**src/rtl/core/zcbf_pkg.sv**
```systemverilog
// Shared types and constants for the zero-cross burst-fire modulator.
package zcbf_pkg;

    localparam int unsigned DivW      = 5;
    localparam int unsigned RangeW    = 8;
    localparam int unsigned IntervalW = 8;
    localparam int unsigned TimeW     = 32;
    localparam int unsigned PctW      = 7;
    localparam int unsigned CountW    = 32;
    localparam int unsigned DivCntW   = 4;
    localparam int unsigned CfgIdxW   = 2;
    localparam int unsigned CfgDataW  = 8;

    localparam logic [DivW-1:0]      DIVIDER_RST  = 5'd1;
    localparam logic [DivW-1:0]      DIVIDER_MAX  = 5'd16;
    localparam logic [RangeW-1:0]    RANGE_RST    = 8'd100;
    localparam logic [IntervalW-1:0] INTERVAL_RST = 8'd5;
    localparam logic [PctW-1:0]      PCT_MAX      = 7'd100;

    localparam logic CMD_EDGE  = 1'b0;
    localparam logic CMD_POWER = 1'b1;

    typedef enum logic [CfgIdxW-1:0] {
        CFG_DIVIDER      = 2'd0,
        CFG_ACCUM_RANGE  = 2'd1,
        CFG_MIN_INTERVAL = 2'd2
    } t_cfg_idx;

    typedef struct packed {
        logic [DivW-1:0]      divider;
        logic [RangeW-1:0]    accum_range;
        logic [IntervalW-1:0] min_interval_ms;
    } t_cfg;

    typedef struct packed {
        logic              relay_on;
        logic              edge_accepted;
        logic [CountW-1:0] fired_count;
    } t_result;

endpackage

```
**src/rtl/core/zcbf_core.sv**
```systemverilog
// Modulator state and the per-word edge filter, divider and burst accumulator.
module zcbf_core (
    input  logic                      i_clk,
    input  logic                      i_rst_n,
    input  logic                      i_item_valid,
    input  logic                      i_command,
    input  logic [zcbf_pkg::TimeW-1:0] i_time_ms,
    input  logic [zcbf_pkg::PctW-1:0]  i_power_percent,
    input  zcbf_pkg::t_cfg            i_cfg,
    output zcbf_pkg::t_result         o_result
);
    import zcbf_pkg::*;

    logic [TimeW-1:0]   r_last_edge, n_last_edge;
    logic [DivCntW-1:0] r_div_cnt, n_div_cnt;
    logic [RangeW-1:0]  r_accum, n_accum;
    logic [PctW-1:0]    r_burst, n_burst;
    logic [CountW-1:0]  r_fire_count, n_fire_count;
    logic               r_relay, n_relay;

    logic [TimeW-1:0]   w_elapsed;
    logic               w_pass;
    logic [DivW-1:0]    w_div_eff;
    logic [DivW-1:0]    w_div_m1_full;
    logic [DivCntW-1:0] w_div_m1;
    logic [RangeW:0]    w_sum;
    logic [RangeW:0]    w_red;
    logic               w_fire;
    logic [PctW-1:0]    w_pct;
    logic               w_accepted;
    logic               w_step;

    assign w_elapsed = i_time_ms - r_last_edge;
    assign w_pass    = (r_last_edge == '0) ||
                       (w_elapsed >= {{(TimeW-IntervalW){1'b0}}, i_cfg.min_interval_ms});

    always_comb begin
        if (i_cfg.divider == '0) begin
            w_div_eff = DIVIDER_RST;
        end else if (i_cfg.divider > DIVIDER_MAX) begin
            w_div_eff = DIVIDER_MAX;
        end else begin
            w_div_eff = i_cfg.divider;
        end
    end
    assign w_div_m1_full = w_div_eff - 5'd1;
    assign w_div_m1      = w_div_m1_full[DivCntW-1:0];

    // wrap test, then clear if still beyond range
    always_comb begin
        w_sum = {1'b0, r_accum} + {2'b00, r_burst};
        if (w_sum >= {1'b0, i_cfg.accum_range}) begin
            w_red  = w_sum - {1'b0, i_cfg.accum_range};
            w_fire = 1'b1;
        end else begin
            w_red  = w_sum;
            w_fire = 1'b0;
        end
        if (w_red > {1'b0, i_cfg.accum_range}) begin
            w_red  = '0;
            w_fire = 1'b1;
        end
    end

    assign w_pct = (i_power_percent > PCT_MAX) ? PCT_MAX : i_power_percent;

    always_comb begin
        n_last_edge  = r_last_edge;
        n_div_cnt    = r_div_cnt;
        n_accum      = r_accum;
        n_burst      = r_burst;
        n_fire_count = r_fire_count;
        n_relay      = r_relay;
        w_accepted   = 1'b0;
        w_step       = 1'b0;
        if (i_item_valid) begin
            if (i_command == CMD_EDGE) begin
                if (w_pass) begin
                    w_accepted  = 1'b1;
                    n_last_edge = i_time_ms;
                    if (r_div_cnt >= w_div_m1) begin
                        w_step       = 1'b1;
                        n_div_cnt    = r_div_cnt - w_div_m1;
                        n_accum      = w_red[RangeW-1:0];
                        n_fire_count = r_fire_count + {{(CountW-1){1'b0}}, w_fire};
                        n_relay      = w_fire;
                    end else begin
                        n_div_cnt = r_div_cnt + 4'd1;
                    end
                end
            end else begin
                n_burst = w_pct;
                if (w_pct == '0) begin
                    n_relay = 1'b0;
                end
            end
        end
    end

    always_ff @(posedge i_clk) begin
        if (!i_rst_n) begin
            r_last_edge  <= '0;
            r_div_cnt    <= '0;
            r_accum      <= '0;
            r_burst      <= '0;
            r_fire_count <= '0;
            r_relay      <= 1'b0;
        end else begin
            r_last_edge  <= n_last_edge;
            r_div_cnt    <= n_div_cnt;
            r_accum      <= n_accum;
            r_burst      <= n_burst;
            r_fire_count <= n_fire_count;
            r_relay      <= n_relay;
        end
    end

    assign o_result.relay_on      = n_relay;
    assign o_result.edge_accepted = w_accepted;
    assign o_result.fired_count   = n_fire_count;

    // counter never moves by more than one per word
    a_count_step: assert property (@(posedge i_clk) disable iff (!i_rst_n)
        1'b1 |=> (r_fire_count == $past(r_fire_count)) ||
                 (r_fire_count == $past(r_fire_count) + 32'd1))
        else $error("fire counter jumped");

    a_accum_bound: assert property (@(posedge i_clk) disable iff (!i_rst_n)
        w_step |=> r_accum <= $past(i_cfg.accum_range))
        else $error("accumulator above range after step");

    a_relay_count: assert property (@(posedge i_clk) disable iff (!i_rst_n)
        w_step |=> r_relay == (r_fire_count != $past(r_fire_count)))
        else $error("relay level disagrees with fire count");

    a_power_no_edge: assert property (@(posedge i_clk) disable iff (!i_rst_n)
        i_item_valid && (i_command == CMD_POWER) |=> $stable(r_last_edge) &&
                                                     $stable(r_accum))
        else $error("power word disturbed edge state");

endmodule

```
**src/rtl/core/zero_cross_burst_fire_modulator_top.sv**
```systemverilog
// Top level: config registers, input word register, modulator core and result register.
// Each word passes the input word register and then the result register.
// Throughput: one word per cycle while i_out_stall is low; no bubbles between words.
// Input stall is raised only while both registers hold words and the output is stalled.
// Reset is synchronous, active low: clears state, valids and config to defaults.
module zero_cross_burst_fire_modulator_top (
    input  logic                          i_clk,
    input  logic                          i_rst_n,
    input  logic                          i_cfg_we,
    input  logic [zcbf_pkg::CfgIdxW-1:0]  i_cfg_index,
    input  logic [zcbf_pkg::CfgDataW-1:0] i_cfg_data,
    input  logic                          i_in_valid,
    output logic                          o_in_stall,
    input  logic                          i_command,
    input  logic [zcbf_pkg::TimeW-1:0]    i_time_ms,
    input  logic [zcbf_pkg::PctW-1:0]     i_power_percent,
    output logic                          o_out_valid,
    input  logic                          i_out_stall,
    output logic                          o_relay_on,
    output logic                          o_edge_accepted,
    output logic [zcbf_pkg::CountW-1:0]   o_fired_count
);
    import zcbf_pkg::*;

    t_cfg             r_cfg;
    logic             r_in_valid;
    logic             r_command;
    logic [TimeW-1:0] r_time_ms;
    logic [PctW-1:0]  r_pct;
    logic             r_out_valid;
    t_result          r_result;
    t_result          w_result;
    logic             w_adv;
    logic             w_fire_item;

    assign w_adv       = !r_out_valid || !i_out_stall;
    assign w_fire_item = r_in_valid && w_adv;
    assign o_in_stall  = r_in_valid && !w_adv;

    always_ff @(posedge i_clk) begin
        if (!i_rst_n) begin
            r_cfg.divider         <= DIVIDER_RST;
            r_cfg.accum_range     <= RANGE_RST;
            r_cfg.min_interval_ms <= INTERVAL_RST;
        end else if (i_cfg_we) begin
            case (t_cfg_idx'(i_cfg_index))
                CFG_DIVIDER:      r_cfg.divider         <= i_cfg_data[DivW-1:0];
                CFG_ACCUM_RANGE:  r_cfg.accum_range     <= i_cfg_data[RangeW-1:0];
                CFG_MIN_INTERVAL: r_cfg.min_interval_ms <= i_cfg_data[IntervalW-1:0];
                default: begin
                end
            endcase
        end
    end

    always_ff @(posedge i_clk) begin
        if (!i_rst_n) begin
            r_in_valid <= 1'b0;
        end else if (!r_in_valid || w_adv) begin
            r_in_valid <= i_in_valid;
        end
    end

    always_ff @(posedge i_clk) begin
        if (i_in_valid && (!r_in_valid || w_adv)) begin
            r_command <= i_command;
            r_time_ms <= i_time_ms;
            r_pct     <= i_power_percent;
        end
    end

    zcbf_core u_core (
        .i_clk           (i_clk),
        .i_rst_n         (i_rst_n),
        .i_item_valid    (w_fire_item),
        .i_command       (r_command),
        .i_time_ms       (r_time_ms),
        .i_power_percent (r_pct),
        .i_cfg           (r_cfg),
        .o_result        (w_result)
    );

    always_ff @(posedge i_clk) begin
        if (!i_rst_n) begin
            r_out_valid <= 1'b0;
        end else if (w_adv) begin
            r_out_valid <= r_in_valid;
        end
    end

    always_ff @(posedge i_clk) begin
        if (w_fire_item) begin
            r_result <= w_result;
        end
    end

    assign o_out_valid     = r_out_valid;
    assign o_relay_on      = r_result.relay_on;
    assign o_edge_accepted = r_result.edge_accepted;
    assign o_fired_count   = r_result.fired_count;

endmodule
```
**config.mk**
```make
export PLATFORM = sky130hd
export DESIGN_NAME = zero_cross_burst_fire_modulator_top
export DESIGN_NICKNAME = d
export VERILOG_FILES = /design/src/rtl/core/zcbf_pkg.sv /design/src/rtl/core/zcbf_core.sv /design/src/rtl/core/zero_cross_burst_fire_modulator_top.sv
export SDC_FILE = /design/constraint.sdc
export NUM_CORES = 1
export LEC_CHECK = 0
export BUFFER_PORTS_ARGS = -buffer_cell sky130_fd_sc_hd__clkbuf_2
export CAP_MARGIN = 20
export CORE_MARGIN = 1.5
export CORE_UTILIZATION = 50
export DETAILED_ROUTE_END_ITERATION = 10
export PLACE_DENSITY = 0.69
export SLEW_MARGIN = 25
export SYNTH_ARGS = -nofsm -noshare
export SYNTH_HDL_FRONTEND = slang
export SYNTH_SLANG_ARGS = --single-unit
```
**constraint.sdc**
```tcl
create_clock -name i_clk -period 9.53 [get_ports i_clk]
set_clock_uncertainty 0.05 [all_clocks]
set_input_delay 1.906 -clock i_clk [delete_from_list [all_inputs] [get_ports i_clk]]
set_output_delay 1.906 -clock i_clk [all_outputs]
set_load 0.005 [all_outputs]
```
Yosys cells after proc, flatten, opt, wreduce, memory -nomap -nowiden
Cells that the tools add are included.

storage, ports and cells
  bits in registers = 181
  bits in latches = 0
  RAM bits = 0
  memory bits (read-only) = 0
  memories = 0

cells by class
  $add $sub $neg = 7
  multipliers = 0
  divide/modulo/power cells = 0
  magnitude comparators = 6
  eq/ne operators = 2
  shift operators = 0
  multiplexer cells = 18
  bitwise gates (word level) = 1
  reduce and logical (&&, ||, !) cells = 20

operator list
  operator                                                             count
  32-bit two-way mux                                                   4
  32-bit by 1-bit adder with 32-bit output                             1
  32-bit by 8-bit greater-or-equal comparator with 1-bit output        1
  32-bit logical NOT                                                   1
  32-bit subtractor                                                    1
  4-bit two-way mux                                                    3
  8-bit by 7-bit adder with 9-bit output                               1
  9-bit by 8-bit greater-or-equal comparator with 1-bit output         1
  9-bit by 8-bit greater-than comparator with 1-bit output             1
  9-bit two-way mux                                                    1
  9-bit by 8-bit subtractor with 9-bit output                          1
  1-bit two-way mux                                                    8
  8-bit two-way mux                                                    1
  2-bit AND reduction                                                  4
  7-bit greater-than comparator (second input constant)                1
  7-bit logical NOT                                                    1
  7-bit two-way mux                                                    1
  5-bit greater-than comparator (second input constant)                1
  5-bit logical NOT                                                    1
  4-bit by 1-bit adder with 4-bit output (second input constant)       1
  4-bit greater-or-equal comparator                                    1
  1-bit logical NOT                                                    4
  4-bit AND reduction                                                  1
  4-bit by 1-bit subtractor with 4-bit output (second input constant)  1
  other kinds (8)                                                      12

Longest topological paths before layout
Gate-level depths: netlist (run 1).

  depth in word-level cells = 10
  depth in mapped cells = 33

Modules after synthesis
Synthesis (run 1) repeated with hierarchy kept, for this count alone.

unflattened totals
  cell total of the unflattened synthesis = 1249
  area total of the unflattened synthesis = 11239.5 µm²

by module, submodules not included
  module                               times used  cells an instance  area each (µm²)
  zcbf_core                            1           1082               8077.7
  zero_cross_burst_fire_modulator_top  1           167                3161.8

Worst setup path after synthesis (run 1)
Ideal clock, no wire load.

  path type = register to register
  from = reg u_core.r_burst[0]
  to = reg u_core.r_fire_count[30]
  library setup time = 0.071 ns
  arrival time = 5.921 ns
  data required time = 9.409 ns
  setup slack = 3.488 ns
  cell stages (with the launch flop) = 32
  buffers on the path = 1
  period minus slack after synthesis = 6.042 ns
  cell sequence = dfxtp_1 -> ha_1 -> fa_1 -> a21o_1 -> a21oi_1 -> o21bai_1 -> a21oi_1 -> xnor2_1 -> ha_1 -> nand4_1 -> nor2_1 -> or3_1 -> a21o_1 -> clkbuf_1 -> mux2_2 -> ha_1 -> o21a_1 -> o21a_1 -> o21a_1 -> o21a_1 -> o21ai_0 -> a21oi_1 -> or2_2 -> ha_1 -> ha_1 -> and3_1 -> nand3_1 -> nor2_1 -> nand2_1 -> or3_1 -> or3_1 -> a21oi_1

between the ends
  longest elaborated chain between the ends = 10

ends and longest elaborated chain
  element                                                                                                                             RTL line                          source
  start, declared                                                                                                                     zcbf_core.sv:17                   logic [PctW-1:0] r_burst, n_burst;
  start signal, assigned                                                                                                              zcbf_core.sv:112                  r_burst <= n_burst;
  8-bit by 7-bit adder with 9-bit output *                                                                                            zcbf_core.sv:51                   w_sum = {1'b0, r_accum} + {2'b00, r_burst};
  9-bit by 8-bit subtractor with 9-bit output / 9-bit by 8-bit greater-or-equal comparator with 1-bit output (equally long branches)  zcbf_core.sv:53, zcbf_core.sv:52
  9-bit two-way mux                                                                                                                   zcbf_core.sv:52                   if (w_sum >= {1'b0, i_cfg.accum_range}) begin
  9-bit by 8-bit greater-than comparator with 1-bit output                                                                            zcbf_core.sv:59                   if (w_red > {1'b0, i_cfg.accum_range}) begin
  1-bit two-way mux *                                                                                                                 zcbf_core.sv:59
  32-bit by 1-bit adder with 32-bit output *                                                                                          zcbf_core.sv:85                   n_fire_count = r_fire_count + {{(CountW-1){1'b0}}, w_fire};
  32-bit two-way mux *                                                                                                                zcbf_core.sv:81                   if (r_div_cnt >= w_div_m1) begin
  32-bit two-way mux *                                                                                                                zcbf_core.sv:78                   if (w_pass) begin
  32-bit two-way mux *                                                                                                                zcbf_core.sv:77                   if (i_command == CMD_EDGE) begin
  32-bit two-way mux *                                                                                                                zcbf_core.sv:76                   if (i_item_valid) begin
  end signal, assigned                                                                                                                zcbf_core.sv:113                  r_fire_count <= n_fire_count;
  end, declared                                                                                                                       zcbf_core.sv:18                   logic [CountW-1:0] r_fire_count, n_fire_count;

Every way passes the cells marked *; elsewhere a longest branch is shown, timed or not.
A chain may end at the register's enable or synchronous reset.

Worst setup path in the final report (run 1)
Ends and elaborated chain as after synthesis.

==> qor.yml, run 1 <==
global_route:
  grt_max_degree: 88
  antenna_found_initial: 0
  track_usage_pct: 23.2
  grt_pass1_vias: 8025
  grt-ovfl-total: 0
  grt_pass1_wl_mm: 40.7
worst_setup_path:
  ff2ff_setup_slack_ps: 2830
  worst_path_largest_cell_delay_ps: 410
  required_ps: 9840
  cp_slowest_cell: "fa_1"
  worstSetupPathType: "reg -> reg"
  end_kind: "flop"
  worstPathArrival_ps: 7010
  worstSetupStartpointType: "flop"
  path_max_fanout: 11
  crit_top_cell: "ha_1"
drt:
  drtIter0Drc: 740
  drt-vias-per-instance: 5.83
  drt_pass1_iterations: 7
  vias: 8809
  drt-total-wl_mm: 24.9
  drc: 0
  wl_per_cell_um: 16.5
  ant_nets: 0
power_and_ir_drop:
  pwr_density_cell_mw_per_mm2: 155
  p_leak_nw: 4.69
  power_mw: 1.81
  vdd_ir_drop_max_v: 0.000116
sta:
  finalHoldViolCount: 0
  setup_viol: 0
  tns_ps: 0
  finalWorstPathRequiredPeriod_ps: 6700
  drv_slew: 0
  relSlewSlack_pct: 38.6
  tightest_slew_ps: 922
  fmax_mhz: 149
  period_share_pct: 70.3
  grt_setup_unrepaired: "no"
final_layout:
  nNetsFinal: 1356
  drive_gt1_share_pct: 12.0
  syn2layout_area_growth_pct: 11.7
  postLayoutCellArea_mm2: 0.0117
  n_antenna_cell: 0
synth:
  synth_top_area_cell: "edfxtp_1"
  synth.most_common_cell: "a21oi_1"
  synthFlopType: "dfxtp_1"
  syn_area_per_cell_um2: 9.03
  yosysSeqAreaShare_pct: 41.7
  synth_cell_types: 73
  synthTopCellsByArea: "edfxtp_1, dfxtp_1, ha_1, a21oi_1, o21ai_0"
  synth_top_area_share_pct: 21.2
  syn-cell-area_mm2: 0.0105
  postSynthCellCount: 1160
  synth_nets: 1289
  synthTopCellsByCount: "a21oi_1, nand2_1, dfxtp_1"
  synth_edf_count: 74
  synth_seq_cells: 181
  ys_warn_count: 0
  synth-async-reset-ratio_pct: 0
clock_network:
  cts_buffer_depth: 2
  cts_made_buffers: 17
  postCtsSetupBuffers: 0
  cts-resized-gates: 0
  clk_pin_slew_ps: 70
  cts_tree: "built"
  cts-root-buf: "clkbuf_16"
  h-tree-depth: 4
  clock_sinks: 181
  postCtsHoldBufs: 0
  clk_latency_ps: 440
placement:
  place_congestion: 0.878
  io_buffers: 90
  placed_cell_area_mm2: 0.0111
  dp_hpwl_mm: 17.7
flow_run:
  cap_violations: 0
die:
  core_mm2: 0.0204
  die-width_um: 148
  ios: 91
  die_y_um: 148
  rows: 52
  initial_core_util_pct: 51.4
  dieArea_mm2: 0.0218
run_status:
  status: "finished clean"
hold_path:
  hold_class: "reg -> reg"
[power by group]
part / total (mW) / switching (mW) / internal (mW)
sequential: 0.852 / 0.0183 / 0.834
combinational: 0.268 / 0.163 / 0.105
clock: 0.693 / 0.324 / 0.369
[worst max-delay path, delay by kind of cell (launching register included)]
family / cells / cell delay [ps]
simple gates: 11 / 2410
fa+ha+maj: 6 / 1650
xor+xnor: 1 / 180
compound gates: 12 / 1820
flops: 1 / 320
mux: 1 / 190
[final cells by class]
class | instances | area [um^2]
clock buffers | 18 | 429
repair buffers | 98 | 510
flip-flops and latches | 181 | 4360
fillers | 1804 | 8660
clock inverters | 14 | 144
well taps | 270 | 338
inverters | 68 | 255
multi-input cells | 861 | 5660
[layer usage]
layer / vias up / track usage [%] / routed length (um)
li1: 4397 / - / -
met1: 4173 / 34.5 / 12900
met2: 218 / 34.6 / 10600
met3: 21 / 3.89 / 1150
met4: 0 / 6.15 / 289
met5: - / 0 / 0
[registers in the layout, indices dropped and copies added (netlist names)]
name	cells
u_core.r_burst	7
u_core.r_relay	1
u_core.r_last_edge	32
u_core.r_fire_count	32
u_core.r_div_cnt	4
o_fired_count	32
r_pct	7
r_in_valid	1
o_out_valid	1
u_core.r_accum	8
o_relay_on	1
o_edge_accepted	1
r_time_ms	32
r_cfg	21
r_command	1
[metrics by stage]
step	setup WS, ps	instances	utilization [%]	hold WS, ps
2_1_floorplan	3490	1160	-	382
3_3_place_gp	3030	1478	54.6	391
3_5_place_dp	2880	1478	54.6	396
4_1_cts	2870	1510	57.4	408
5_1_grt	2300	1510	57.5	417
6_report	2830	1510	57.5	406
[worst paths after layout]
| check | to | from | cells past startpoint |
|---|---|---|---|
| worst max-delay path | u_core.r_fire_count[30] | u_core.r_burst[0] | 31 |
| worst min-delay path | u_core.r_accum[6] | u_core.r_accum[6] | 2 |
| worst max register to register | u_core.r_fire_count[30] | u_core.r_burst[0] | 31 |
| worst min register to register | u_core.r_accum[6] | u_core.r_accum[6] | 2 |
[cells by family (layout without fill, tap and decap cells)]
logic type,count (synthesis),count (layout),synth area share (%)
and+or+nand+nor,398,398,19.7
AOI/OAI and AO/OA,312,312,18.0
DFF,181,181,41.7
buffers and inverters,118,198,4.48
adders and majority gates,74,74,9.12
muxes,40,40,3.89
xor gates and xnor gates,37,37,3.09
[cell usage in the layout (no fill, tap or decap), types with 6 or more instances in the layout]
cell type and n:
o21ai_0 82, o21bai_1 6, a31oi_1 6, or4_1 15, or3_1 21, nand4_1 27, buf_4 8, a21o_1 27
nand2_1 108, clkbuf_16 17, xor2_1 21, nand2b_1 17, o31ai_1 11, ha_1 70, xnor2_1 16, nor2_1 63
o21ai_1 9, nor2b_1 9, nand3_1 61, nor4_1 16, nor3_1 16, mux2_2 6, mux2i_1 34, o211ai_1 7
dfxtp_1 107, edfxtp_1 74, o21a_1 15, a21oi_1 110, nand3b_1 7, and3_1 13, clkbuf_2 90, inv_1 67
(Power assumes the default switching activity.)
==> run 2: changes to the inputs <==
- clock period: 9.53 -> 6.39 ns (I/O delays scaled with it)
==> run 2 against run 1 <==
Compared with the run above:
- sequential power up 49%
- sequential share of layout area decreased by 0.62 points
- critical path type unchanged
- first-iteration DRC count increased by 3.5%
- worst setup slack lost 2500 ps
- utilization increased by 1.0 points
- maximum frequency increased by 10%
- power rose by 51%
- largest power group unchanged
- combinational power rose by 50%
- register-to-register slack worse by 2500 ps
==> qor.yml, run 2 (synthesis gave the netlist of run 1 again) <==
final_layout:
  final_cell_mix: "nand2_1, a21oi_1, dfxtp_1, clkbuf_2, o21ai_0"
  drive_gt1_share_pct: 14.5  # +2.5 points
  postLayoutCellArea_mm2: 0.0119  # +1.7%
  final_common_cell: "nand2_1"
  n_antenna_cell: 0  # unchanged
  syn2layout_area_growth_pct: 13.6
  fin_cells: 1520  # +0.66%
  nNetsFinal: 1366  # +0.74%
  final.fill_count: 1807  # +0.17%
die:
  die_y_um: 148  # unchanged
  dieArea_mm2: 0.0218  # unchanged
  rows: 52  # unchanged
  core_mm2: 0.0204  # unchanged
  ios: 91  # unchanged
  die-width_um: 148  # unchanged
  initial_core_util_pct: 51.4  # unchanged
placement:
  placed_cell_area_mm2: 0.0112  # +0.52%
  io_buffers: 90  # unchanged
  place_congestion: 0.884  # +0.68%
  dp_hpwl_mm: 18.1  # +2.5%
  dp.cells: 1484  # +0.41%
  place_ws_ps: -8.17  # -2890 ps
worst_setup_path:
  worstPathArrival_ps: 6190  # -820 ps
  startpoint: "u_core.r_burst[1]"
  worstSetupStartpointType: "flop"
  cp_slowest_cell: "ha_1"
  crit_buf_inv: 1  # +1
  end_kind: "flop"
  ff2ff_setup_slack_ps: 310  # -2520 ps
  cp_top_family: "compound AO/OA/AOI/OAI gates"
  worst_path_largest_cell_delay_ps: 370  # -40 ps
  required_ps: 6510  # -3330 ps
  worstSetupPathType: "reg -> reg"
  rr_startpoint: "u_core.r_burst[1]"
  path_max_fanout: 7  # -4
sta:
  setup_ws_ps: 315  # -2520 ps
  setup_viol: 0  # unchanged
  finalWorstPathRequiredPeriod_ps: 6080  # -625 ps
  period_share_pct: 95.1  # +25 points
  drv_slew: 0  # unchanged
  relSlewSlack_pct: 42.3  # +3.8 points
  tightest_slew_ps: 865  # -56.6 ps
  finalHoldViolCount: 0  # unchanged
  fmax_mhz: 165  # +10%
power_and_ir_drop:
  seqPwrFrac_pct: 46.3  # -0.7 points
  p_switching_mw: 0.779  # +54%
  p_leak_nw: 4.76  # +1.5%
  internal_power_mw: 1.97  # +50%
  vdd_ir_drop_max_v: 0.000176  # +52%
  p_sw_share_pct: 28.4  # +0.49 points
  pwr_density_cell_mw_per_mm2: 231  # +49%
  clkPwrFrac_pct: 39.0  # +0.8 points
  combPwrFrac_pct: 14.7  # about the same
drt:
  ant_nets: 0  # unchanged
  drtIter0Drc: 766  # +3.5%
  wl_per_cell_um: 16.6  # +0.71%
  drt-vias-per-instance: 5.86  # +0.49%
  drt-total-wl_mm: 25.3  # +1.4%
  vias: 8911  # +1.2%
  drc: 0  # unchanged
  drt_pass1_iterations: 5  # -2
global_route:
  grt_pass1_wl_mm: 41.0  # +0.73%
  grt_max_degree: 85  # -3.4%
  antenna_found_initial: 0  # unchanged
  grt_pass1_vias: 7971  # -0.67%
  grt-ovfl-total: 0  # unchanged
  track_usage_pct: 23.5  # +0.36 points
clock_network:
  clk_latency_ps: 430  # about the same
  clock_sinks: 181  # unchanged
  cts_made_buffers: 17  # unchanged
  h-tree-depth: 4  # unchanged
  cts-root-buf: "clkbuf_16"
  cts_buffer_depth: 2  # unchanged
  clk_pin_slew_ps: 80  # about the same
  cts_tree: "built"
run_status:
  status: "finished clean"
flow_run:
  cap_violations: 0  # unchanged
hold_path:
  holdCritStartpoint: "u_core.r_accum[4]"
  hold_class: "reg -> reg"
[run 2: cell types whose count changed in the layout (fill, tap and decap cells not counted), moves of 3 or more]
cell,change
a21oi_1,-5
a21oi_2,+5
buf_4,+9
clkinv_8,+3
inv_6,+3
nor2_1,-3
[run 2: final cells by class]
cell class	count	area, um^2	share of cell area [%]
Clock inverter	15	184	1.55
Tap cell	270	338	2.84
Timing Repair Buffer	108	598	5.02
Clock buffer	17	425	3.57
Multi-Input combinational cell	861	5740	48.2
Sequential cell	181	4370	36.7
Inverter	68	255	2.14
[run 2: power groups by stage]
| stage | logic, mW | registers, mW | clock network, mW |
|---|---|---|---|
| 3_3_place_gp | 0.387 | 1.30 | 0 |
| 3_5_place_dp | 0.391 | 1.30 | 0 |
| 6_report | 0.403 | 1.27 | 1.07 |
| 2_1_floorplan | 0.282 | 1.29 | 0 |
| 4_1_cts | 0.395 | 1.27 | 1.09 |
| 5_1_grt | 0.447 | 1.28 | 1.14 |
[run 2: per-stage QoR]
| step | hold WS (ps) | util [%] | power, mW | TNS, ps |
|---|---|---|---|---|
| 6_report | 405 | 58.5 | 2.74 | 0 |
| 5_1_grt | 428 | 58.5 | 2.86 | -8.70 |
| 4_1_cts | 410 | 57.9 | 2.76 | 0 |
| 3_5_place_dp | 399 | 54.9 | 1.69 | -11.1 |
| 3_3_place_gp | 390 | 54.9 | 1.68 | 0 |
| 2_1_floorplan | 382 | - | 1.57 | 0 |
[run 2: worst paths after layout]
path / endpoint / cells after the start
worst max-delay path: o_fired_count[26] / 31
worst max register to register: o_fired_count[26] / 31
worst min-delay path: u_core.r_accum[4] / 2
worst min register to register: u_core.r_accum[4] / 2
[run 2: timing repair]
item,in CTS,in global routing
hold buffers,0,0
resized for setup,2,21
setup buffers,0,4
endpoints found under the setup margin,3,46
pin swaps,1,6
[run 2: tightest hold or removal path: stages, from the launching register on]
cell and delay (ps):
dfxtp_1 320, nand2_1 50, o21ai_1 50
[run 2: metal layers]
layer | vias up | wire length, um | track usage (%)
li1 | 4419 | - | -
met1 | 4206 | 12800 | 35.8
met2 | 261 | 10800 | 34.6
met3 | 25 | 1310 | 3.27
met4 | 0 | 361 | 6.70
met5 | - | 0 | 0
